===== src/hw/rtl/hdlc_frame_receiver_core_assert.svh =====
// ----------------------------------------------------------------------------
// hdlc frame receiver assertion macros
// implication checks used by the receiver modules, removed with ASSERT_OFF
// ----------------------------------------------------------------------------
`ifndef HDLC_FRAME_RECEIVER_CORE_ASSERT_SVH
`define HDLC_FRAME_RECEIVER_CORE_ASSERT_SVH
`ifndef ASSERT_OFF
`define HFR_ASSERT_IMP(lbl, ck, rn, a, b) \
  lbl: assert property (@(posedge ck) disable iff (!rn) (a) |-> (b)) \
    else $error("hfr assertion failed");
`define HFR_ASSERT_NEXT(lbl, ck, rn, a, b) \
  lbl: assert property (@(posedge ck) disable iff (!rn) (a) |=> (b)) \
    else $error("hfr assertion failed");
`else
`define HFR_ASSERT_IMP(lbl, ck, rn, a, b)
`define HFR_ASSERT_NEXT(lbl, ck, rn, a, b)
`endif
`endif


===== src/hw/rtl/hfr_pkg.sv =====
// ----------------------------------------------------------------------------
// hfr_pkg
// constants, result type and crc-16 byte update for the hdlc frame receiver
// ----------------------------------------------------------------------------
`default_nettype none

package hfr_pkg;

  localparam int unsigned ByteW  = 8;
  localparam int unsigned CountW = 10;
  localparam int unsigned CrcW   = 16;

  localparam logic [ByteW-1:0]  FLAG_BYTE = 8'h7E;
  localparam logic [ByteW-1:0]  ESC_BYTE  = 8'h7D;
  localparam logic [ByteW-1:0]  ESC_XOR   = 8'h20;
  localparam logic [CrcW-1:0]   CRC_INIT  = 16'hFFFF;
  localparam logic [CrcW-1:0]   CRC_POLY  = 16'h8408;
  localparam logic [CrcW-1:0]   CRC_GOOD  = 16'hF0B8;
  localparam logic [CountW-1:0] MAX_FRAME_RESET = 10'd256;
  localparam logic [CountW-1:0] MIN_CLOSE_COUNT = 10'd2;
  localparam logic [CountW-1:0] FCS_BYTES       = 10'd2;

  typedef struct packed {
    logic              data_valid;
    logic [ByteW-1:0]  data_byte;
    logic [CountW-1:0] data_index;
    logic              frame_end;
    logic              frame_good;
    logic [CountW-1:0] body_length;
    logic              frame_dropped;
  } result_t;

  // reflected crc-16, one byte, lsb first
  function automatic logic [CrcW-1:0] crc_update(input logic [CrcW-1:0] crc,
                                                 input logic [ByteW-1:0] b);
    logic [CrcW-1:0] c;
    c = crc ^ {{(CrcW-ByteW){1'b0}}, b};
    for (int i = 0; i < ByteW; i++) begin
      if (c[0]) begin
        c = (c >> 1) ^ CRC_POLY;
      end else begin
        c = c >> 1;
      end
    end
    return c;
  endfunction

endpackage

`default_nettype wire


===== src/hw/rtl/hfr_decode.sv =====
// ----------------------------------------------------------------------------
// hfr_decode
// frame state, escape removal, crc check and size limit for one byte per step
// ----------------------------------------------------------------------------
`default_nettype none

`include "hdlc_frame_receiver_core_assert.svh"

module hfr_decode (
  input  wire logic                        clk,
  input  wire logic                        rst_n,
  input  wire logic                        step,
  input  wire logic [hfr_pkg::ByteW-1:0]   rx_byte,
  input  wire logic [hfr_pkg::CountW-1:0]  max_frame_bytes,
  output hfr_pkg::result_t                 res
);

  logic                        in_frame_r, in_frame_nxt;
  logic                        esc_r, esc_nxt;
  logic [hfr_pkg::CountW-1:0]  count_r, count_nxt;
  logic [hfr_pkg::CrcW-1:0]    crc_r, crc_nxt;
  logic [hfr_pkg::ByteW-1:0]   byte_val;
  logic [hfr_pkg::CountW-1:0]  count_inc;

  assign byte_val  = esc_r ? (rx_byte ^ hfr_pkg::ESC_XOR) : rx_byte;
  assign count_inc = count_r + hfr_pkg::CountW'(1);

  always_comb begin
    in_frame_nxt = in_frame_r;
    esc_nxt      = esc_r;
    count_nxt    = count_r;
    crc_nxt      = crc_r;
    res          = '0;
    if (!in_frame_r) begin
      if (rx_byte == hfr_pkg::FLAG_BYTE) begin
        in_frame_nxt = 1'b1;
        esc_nxt      = 1'b0;
        count_nxt    = '0;
        crc_nxt      = hfr_pkg::CRC_INIT;
      end
    end else if (rx_byte == hfr_pkg::FLAG_BYTE) begin
      if (count_r > hfr_pkg::MIN_CLOSE_COUNT) begin
        res.frame_end = 1'b1;
        if (crc_r == hfr_pkg::CRC_GOOD) begin
          res.frame_good  = 1'b1;
          res.body_length = count_r - hfr_pkg::FCS_BYTES;
        end
        in_frame_nxt = 1'b0;
      end else begin
        in_frame_nxt = 1'b1;
      end
      esc_nxt   = 1'b0;
      count_nxt = '0;
      crc_nxt   = hfr_pkg::CRC_INIT;
    end else if (rx_byte == hfr_pkg::ESC_BYTE) begin
      esc_nxt = 1'b1;
    end else begin
      res.data_valid = 1'b1;
      res.data_byte  = byte_val;
      res.data_index = count_r;
      esc_nxt        = 1'b0;
      crc_nxt        = hfr_pkg::crc_update(crc_r, byte_val);
      count_nxt      = count_inc;
      if (count_inc >= max_frame_bytes) begin
        res.frame_dropped = 1'b1;
        in_frame_nxt      = 1'b0;
        count_nxt         = '0;
        crc_nxt           = hfr_pkg::CRC_INIT;
      end
    end
  end

  always_ff @(posedge clk) begin
    if (!rst_n) begin
      in_frame_r <= 1'b0;
      esc_r      <= 1'b0;
      count_r    <= '0;
      crc_r      <= hfr_pkg::CRC_INIT;
    end else if (step) begin
      in_frame_r <= in_frame_nxt;
      esc_r      <= esc_nxt;
      count_r    <= count_nxt;
      crc_r      <= crc_nxt;
    end
  end

  `HFR_ASSERT_IMP(a_drop_has_data, clk, rst_n, step && res.frame_dropped, res.data_valid)
  `HFR_ASSERT_IMP(a_end_no_data, clk, rst_n, step && res.frame_end, !res.data_valid)
  `HFR_ASSERT_IMP(a_good_needs_end, clk, rst_n, res.frame_good, res.frame_end)
  `HFR_ASSERT_NEXT(a_end_hunts, clk, rst_n, step && (res.frame_end || res.frame_dropped),
                   !in_frame_r && (count_r == '0) && (crc_r == hfr_pkg::CRC_INIT))

endmodule

`default_nettype wire


===== src/hw/rtl/hdlc_frame_receiver_core.sv =====
// ----------------------------------------------------------------------------
// hdlc_frame_receiver_core
// hdlc / ppp byte deframer with escape removal and crc-16 fcs check
// ----------------------------------------------------------------------------
// usage
// - input channel in_valid/in_ready carries one raw line byte (in_rx_byte)
// - output channel out_valid/out_ready carries exactly one result per input
//   transfer: stored byte with index (with the drop flag when it reaches the
//   size limit), frame end with good flag and payload length, or an empty one
// - cfg_wr_en/cfg_wr_data write max_frame_bytes (reset 256), only while idle
// - path: input register, then result register, with the decode and crc update
//   combinational between them
// - throughput: one byte per cycle while out_ready is high, set by the
//   byte-wide crc update that runs in the decode stage
// - reset: both registers empty, hunting for a flag, crc at 0xffff
// - with out_ready low and a result waiting, the result register holds and the
//   input register still takes one more byte; in_ready drops once both are full
// ----------------------------------------------------------------------------
`default_nettype none

module hdlc_frame_receiver_core (
  input  wire logic                        clk,
  input  wire logic                        rst_n,
  input  wire logic                        in_valid,
  output      logic                        in_ready,
  input  wire logic [hfr_pkg::ByteW-1:0]   in_rx_byte,
  output      logic                        out_valid,
  input  wire logic                        out_ready,
  output      logic                        out_data_valid,
  output      logic [hfr_pkg::ByteW-1:0]   out_data_byte,
  output      logic [hfr_pkg::CountW-1:0]  out_data_index,
  output      logic                        out_frame_end,
  output      logic                        out_frame_good,
  output      logic [hfr_pkg::CountW-1:0]  out_body_length,
  output      logic                        out_frame_dropped,
  input  wire logic                        cfg_wr_en,
  input  wire logic [hfr_pkg::CountW-1:0]  cfg_wr_data
);

  logic                        in_valid_r;
  logic [hfr_pkg::ByteW-1:0]   in_byte_r;
  logic                        out_valid_r;
  hfr_pkg::result_t            out_r;
  hfr_pkg::result_t            res;
  logic [hfr_pkg::CountW-1:0]  max_frame_r;
  logic                        advance;
  logic                        step;

  assign advance  = !out_valid_r || out_ready;
  assign step     = in_valid_r && advance;
  assign in_ready = !in_valid_r || advance;

  always_ff @(posedge clk) begin
    if (!rst_n) begin
      max_frame_r <= hfr_pkg::MAX_FRAME_RESET;
    end else if (cfg_wr_en) begin
      max_frame_r <= cfg_wr_data;
    end
  end

  always_ff @(posedge clk) begin
    if (!rst_n) begin
      in_valid_r <= 1'b0;
    end else if (in_ready) begin
      in_valid_r <= in_valid;
    end
  end

  always_ff @(posedge clk) begin
    if (in_ready && in_valid) begin
      in_byte_r <= in_rx_byte;
    end
  end

  hfr_decode u_decode (
    .clk             (clk),
    .rst_n           (rst_n),
    .step            (step),
    .rx_byte         (in_byte_r),
    .max_frame_bytes (max_frame_r),
    .res             (res)
  );

  always_ff @(posedge clk) begin
    if (!rst_n) begin
      out_valid_r <= 1'b0;
    end else if (advance) begin
      out_valid_r <= in_valid_r;
    end
  end

  always_ff @(posedge clk) begin
    if (step) begin
      out_r <= res;
    end
  end

  assign out_valid         = out_valid_r;
  assign out_data_valid    = out_r.data_valid;
  assign out_data_byte     = out_r.data_byte;
  assign out_data_index    = out_r.data_index;
  assign out_frame_end     = out_r.frame_end;
  assign out_frame_good    = out_r.frame_good;
  assign out_body_length   = out_r.body_length;
  assign out_frame_dropped = out_r.frame_dropped;

endmodule

`default_nettype wire


===== config.mk =====
export PLATFORM = sky130hd
export DESIGN_NAME = hdlc_frame_receiver_core
export DESIGN_NICKNAME = d
export VERILOG_FILES = /design/src/hw/rtl/hfr_pkg.sv /design/src/hw/rtl/hfr_decode.sv /design/src/hw/rtl/hdlc_frame_receiver_core.sv
export VERILOG_INCLUDE_DIRS = /design/src /design/src/hw/rtl
export SDC_FILE = /design/constraint.sdc
export NUM_CORES = 1
export LEC_CHECK = 0
export BUFFER_PORTS_ARGS = -buffer_cell sky130_fd_sc_hd__buf_4
export CORE_UTILIZATION = 35
export DETAILED_ROUTE_END_ITERATION = 12
export SYNTH_ARGS = -nofsm -noshare
export SYNTH_HDL_FRONTEND = slang
export SYNTH_SLANG_ARGS = --single-unit
export TNS_END_PERCENT = 5

===== constraint.sdc =====
create_clock -name clk -period 6.31 [get_ports clk]
set_clock_uncertainty 0.1 [all_clocks]
set_input_delay 1.5775 -clock clk [delete_from_list [all_inputs] [get_ports clk]]
set_output_delay 1.5775 -clock clk [all_outputs]
set_load 0.03 [all_outputs]

# Yosys cells after proc, flatten, opt, wreduce, memory -nomap -nowiden

Index checks and enable logic that the tools add are counted.

Register bits after elaboration: 80
Output and inout port bits: 34

Add/subtract/negate cells: 2
Magnitude comparators: 2
Eq/ne operators: 4
Mux-type cells: 54
Bitwise operators: 11
Reductions and logical operators: 14

Operators by type and width:

| kind                                                           | count |
|---|---|
| two-way mux 16 bit                                             | 34 |
| two-way mux 10 bit                                             | 5 |
| NOT 2 -> 3 bit                                                 | 8 |
| two-way mux 19 bit                                             | 1 |
| == test 16 bit, second input constant                          | 1 |
| == test 8 x 7 -> 1 bit, second input constant                  | 2 |
| bitwise XOR 16 x 8 -> 16 bit                                   | 1 |
| two-way mux 12 bit                                             | 1 |
| two-way mux 1 bit                                              | 11 |
| two-way mux 11 bit                                             | 1 |
| adder 10 x 1 -> 10 bit, second input constant                  | 1 |
| >= comparator 10 bit                                           | 1 |
| greater-than comparator 10 x 2 -> 1 bit, second input constant | 1 |
| subtractor 10 x 2 -> 10 bit, second input constant             | 1 |
| two-way mux 6 bit                                              | 1 |
| AND reduction 3 bit                                            | 2 |
| AND reduction 2 bit                                            | 2 |
| AND reduction 4 bit                                            | 1 |
| OR reduction 3 bit                                             | 1 |
| logical AND 1 bit                                              | 2 |
| logical NOT 1 bit                                              | 2 |
| logical OR 1 bit                                               | 2 |
| inequality test 2 x 1 -> 1 bit, second input constant          | 1 |
| NOT 1 bit                                                      | 2 |
| other kinds (2)                                                | 2 |

# Longest topological paths before layout

Depth after elaboration: 44
Depth in mapped cells: 12

# Cells and area by module

Synthesis repeated with hierarchy kept, for this count alone.

Cell total of the unflattened synthesis: 355
Area, all modules: 3871.2 um^2

Modules (own cells, without submodules):

| module                   | instances | cells an instance | area each (um^2) | seq. area each (um^2) |
|---|---|---|---|---|
| hfr_decode               | 1         | 274               | 2210.9           | 560.5 |
| hdlc_frame_receiver_core | 1         | 81                | 1660.3           | 1441.4 |

# Worst setup path before layout

OpenSTA, ideal clock, no wires.

Path type: input to output
Start point: input port out_ready
End point: output port in_ready
Arrival: 1.956 ns
Slack: 2.677 ns
Stages on the path: 2
Path buffers: 0
Path through: nor2b_1 nand2_1

Word-level cells in the longest chain between the ends: 2

RTL lines:

| element          | RTL line                       | text |
|---|---|---|
| start, declared  | hdlc_frame_receiver_core.sv:28 | `input wire logic out_ready,` |
| logical OR 1 bit | hdlc_frame_receiver_core.sv:49 | `assign advance = !out_valid_r \|\| out_ready;` |
| logical OR 1 bit | hdlc_frame_receiver_core.sv:51 | `assign in_ready = !in_valid_r \|\| advance;` |
| end, declared    | hdlc_frame_receiver_core.sv:25 | `output logic in_ready,` |

Every way passes these cells.

# Worst setup path after layout

Ends and elaborated chain as after synthesis.

==> flow_summary_export.csv <==
group,metric,value,unit
critical_path,crit_start,"out_ready",
die,die-area,11600,um2
logic_synthesis,yosysSeqAreaShare,51.4,%
die,rows,38,
logic_synthesis,ys_seq_elements,80,
critical_path,worstReg2RegEnd,"u_decode.count_r[5]",
run_status,outcome,"finished clean",
clock_tree,worstSkewPairLatency,0.35,ns
sta,worst_pin_slew,1.18,ns
sta,drv_slew,0,
finish,drive_above_1_share,20.6,%
critical_path,path_buf_inv,2,
critical_path,arrival,2.13,ns
logic_synthesis,synth_ff_type,"edfxtp_1",
sta,setup_violations,0,
clock_tree,cts_buffers,9,
clock_tree,cts_buffer_depth,2,
critical_path,reg2reg_from,"u_decode.count_r[2]",
power_and_ir_drop,vdd.ir_drop.worst,0.0000851,V
finish,antenna_cells,0,
logic_synthesis,synth-edff-count,40,
power_and_ir_drop,p_per_area,231,nW/um2
power_and_ir_drop,finalPower,1.07,mW
sta,hold_viol,0,
logic_synthesis,synth_cells,381,
place,port_buffers,56,
sta,grt_setup_unrepaired,"no",
logic_synthesis,synth-warning-count,0,
die,die_h,107,um
die,initial_utilization,35.9,%
detailed_routing,routed_wl,7.51,mm
detailed_routing,drt_pass1_iterations,4,
clock_tree,clkSinkCount,80,
grt,grt_pass1_wl,12.8,mm
clock_tree,ctsHoldBuffers,0,
clock_tree,cts_resized,0,
sta,finalCriticalPeriod,3.81,ns
critical_path,worst_setup_path_end_kind,"output pin",
critical_path,criticalPathCategory,"input pin to output pin",
critical_path,critPathTopFamily,"buffers and inverters",
grt,grt_pass1_vias,2564,
place,routabilityCongestion,0.790,
power_and_ir_drop,leakagePower,1.78,nW
critical_path,endpoint,"in_ready",
detailed_routing,vias,2703,
finish,fillerInstances,1082,
critical_path,start_kind,"input pin",
grt,grt_usage,14.4,%
clock_tree,post_cts_buffers,0,
run,cap_violations,0,
hold_path,holdPathStages,2,
detailed_routing,routed_via_density,4.72,
sta,maxSlewHeadroom,21.4,%
detailed_routing,drc_errors,0,
finish,stdcell_count,573,
sta,tns,0,ns
logic_synthesis,syn-cell-area,3890,um2
logic_synthesis,postSynth.asyncResetShare,0,%
finish,nNetsFinal,465,
die,die_x,107,um
clock_tree,cts_tree,"yes",
place,dp_slack,2.50,ns
finish,syn_to_final_growth,18.7,%
critical_path,rr_worst_depth,10,
place,dp_hpwl,5.36,mm
logic_synthesis,syn_avg_cell_area,10.2,um2
critical_path,crit_path_frequent_cell,"buf_4",
critical_path,r2r_slack,2.87,ns
place,placed_cells,557,
sta,clock.fmax,262,MHz
clock_tree,cts_max_level,3,
grt,antenna_found_initial,0,
die,core,10800,um2
die,boundaryPins,57,
detailed_routing,ant_nets,0,
hold_path,hold_class,"flop to flop",
sta,fin_crit_sh,60.4,%
critical_path,critPathRequiredTime,4.63,ns
clock_tree,clk_pin_slew_worst_paths,0.07,ns
critical_path,cp.depth,4,
grt,grt.overflow.total,0,
critical_path,max_stage_delay,0.18,ns
critical_path,path_cells,"buf_4 > nor2b_1 > nand2_1 > buf_4",
clock_tree,cts-root-buf,"clkbuf_8",
logic_synthesis,post_synth_num_cell_types,48,
grt,grt_max_degree,41,
detailed_routing,drt_iter0_drc,92,
sta,fin_ws,2.50,ns
detailed_routing,wl_per_cell,13.1,um
logic_synthesis,syn_nets,418,
critical_path,crit_slowest_cell,"nor2b_1",
critical_path,crit_fanout,3,
## cells in the mapped netlist, types with 2 or more instances
cell type,instances,area share (%)
dfxtp_1,40,21
edfxtp_1,40,31
nand2_1,35,3.4
xnor2_1,28,6.3
inv_1,24,2.3
nor2_1,22,2.1
clkbuf_1,15,1.4
ha_1,14,4.5
o21ai_0,13,1.7
and2_1,12,1.9
nand3_1,12,1.5
nor3_1,12,1.5
xor2_1,12,2.7
nor2b_1,11,1.8
nor2_2,10,1.6
mux2i_1,9,2.3
o22ai_1,9,1.4
a21oi_1,7,0.90
a21boi_0,6,1.2
nor4_1,6,0.96
nand4_1,5,0.80
o21a_1,5,0.96
buf_2,4,0.51
a21o_1,2,0.39
buf_1,2,0.19
nand2b_1,2,0.32
o211ai_1,2,0.39
o31a_1,2,0.45
## layout by cell type, fill, tap and decap left out, drive strengths merged
master | netlist | routed
nand2 | 35 | 35
a41oi | 1 | 1
nor3 | 12 | 12
nor4b | 1 | 1
a21boi | 7 | 7
o311a | 1 | 1
a21oi | 7 | 7
dfxtp | 40 | 40
and2 | 14 | 14
nor4 | 6 | 6
o32ai | 1 | 1
o31ai | 1 | 1
o41a | 1 | 1
or4 | 2 | 2
nor3b | 1 | 1
edfxtp | 40 | 40
nand4 | 6 | 6
inv | 24 | 24
clkbuf | 15 | 12
ha | 14 | 14
nor2 | 32 | 32
o21a | 5 | 5
a21o | 2 | 2
nor2b | 11 | 11
bufinv | 0 | 2
buf | 7 | 58
xnor2 | 28 | 28
xor2 | 12 | 12
clkinv | 0 | 2
o22ai | 9 | 9
or4b | 2 | 2
nand2b | 3 | 3
nand3 | 12 | 12
o21ai | 13 | 13
a211oi | 1 | 1
o211ai | 2 | 2
o31a | 3 | 3
mux2i | 9 | 9
o32a | 1 | 1
## how the worst min path moves through the flow
stage / startpoint / end / slack [ns]
finish: max_frame_r[8] / max_frame_r[8] / 0.39
floorplan: max_frame_r[8] / max_frame_r[8] / 0.36
CTS: max_frame_r[8] / max_frame_r[8] / 0.40
detailed placement: max_frame_r[8] / max_frame_r[8] / 0.39
global placement: max_frame_r[8] / max_frame_r[8] / 0.39
global route: max_frame_r[8] / max_frame_r[8] / 0.43
## power by group
group | switching (mW) | internal [mW] | leakage, nW
clock network | 0.177 | 0.232 | 0.108
registers | 0.00951 | 0.561 | 0.695
logic | 0.0518 | 0.0378 | 0.976
total | 0.238 | 0.831 | 1.78
## worst min-delay path: cells and delay by family, from the launching register on
family,cells,cell delay [ns]
buf+inv,1,0.07
flops,1,0.30
compound gates,1,0.07
## per-stage QoR
| step | cell area, um2 | utilization, % | hold slack [ns] |
|---|---|---|---|
| detailed placement | 4410 | 40.7 | 0.388 |
| floorplan | 3890 | - | 0.361 |
| global placement | 4410 | 40.7 | 0.387 |
| CTS | 4620 | 42.6 | 0.400 |
| finish | 4620 | 42.6 | 0.390 |
| global route | 4620 | 42.6 | 0.426 |
## routing by layer
metal,GRT usage (%),part of all wire [%],up-vias
li1,-,-,1412
met1,20.8,51,1227
met2,20.5,43,57
met3,3.63,4.6,7
met4,5.28,1.3,0
met5,0,0,-
## flip-flops by register name, summed over array words and instances (netlist names)
register,count
u_decode.count_r,10
out_data_index,10
u_decode.in_frame_r,1
in_byte_r,8
u_decode.esc_r,1
out_valid,1
out_body_length,10
max_frame_r,10
in_valid_r,1
out_data_valid,1
out_frame_good,1
u_decode.crc_r,16
out_data_byte,8
out_frame_end,1
out_frame_dropped,1
## layout make-up
class / count / area [um2] / share of cell area, %
Tap cell: 140 / 175 / 3.79
Clock inverter: 4 / 68.8 / 1.49
Timing Repair Buffer: 58 / 435 / 9.42
Multi-Input combinational cell: 255 / 1710 / 36.9
Sequential cell: 80 / 2000 / 43.3
Clock buffer: 12 / 145 / 3.14
Inverter: 24 / 90.1 / 1.95
## kinds of logic (layout without fill, tap and decap cells)
logic type,Yosys count,after routing,share of synthesized area [%]
AO/OA/AOI/OAI,55,55,9.64
XOR/XNOR,40,40,9.00
adder cells (fa/ha/maj),14,14,4.50
buffers and inverters,46,98,4.76
flip-flops,80,80,51.4
multiplexers,9,9,2.31
AND/OR/NAND/NOR,137,137,18.4
Power figures use the tool's default switching activity.
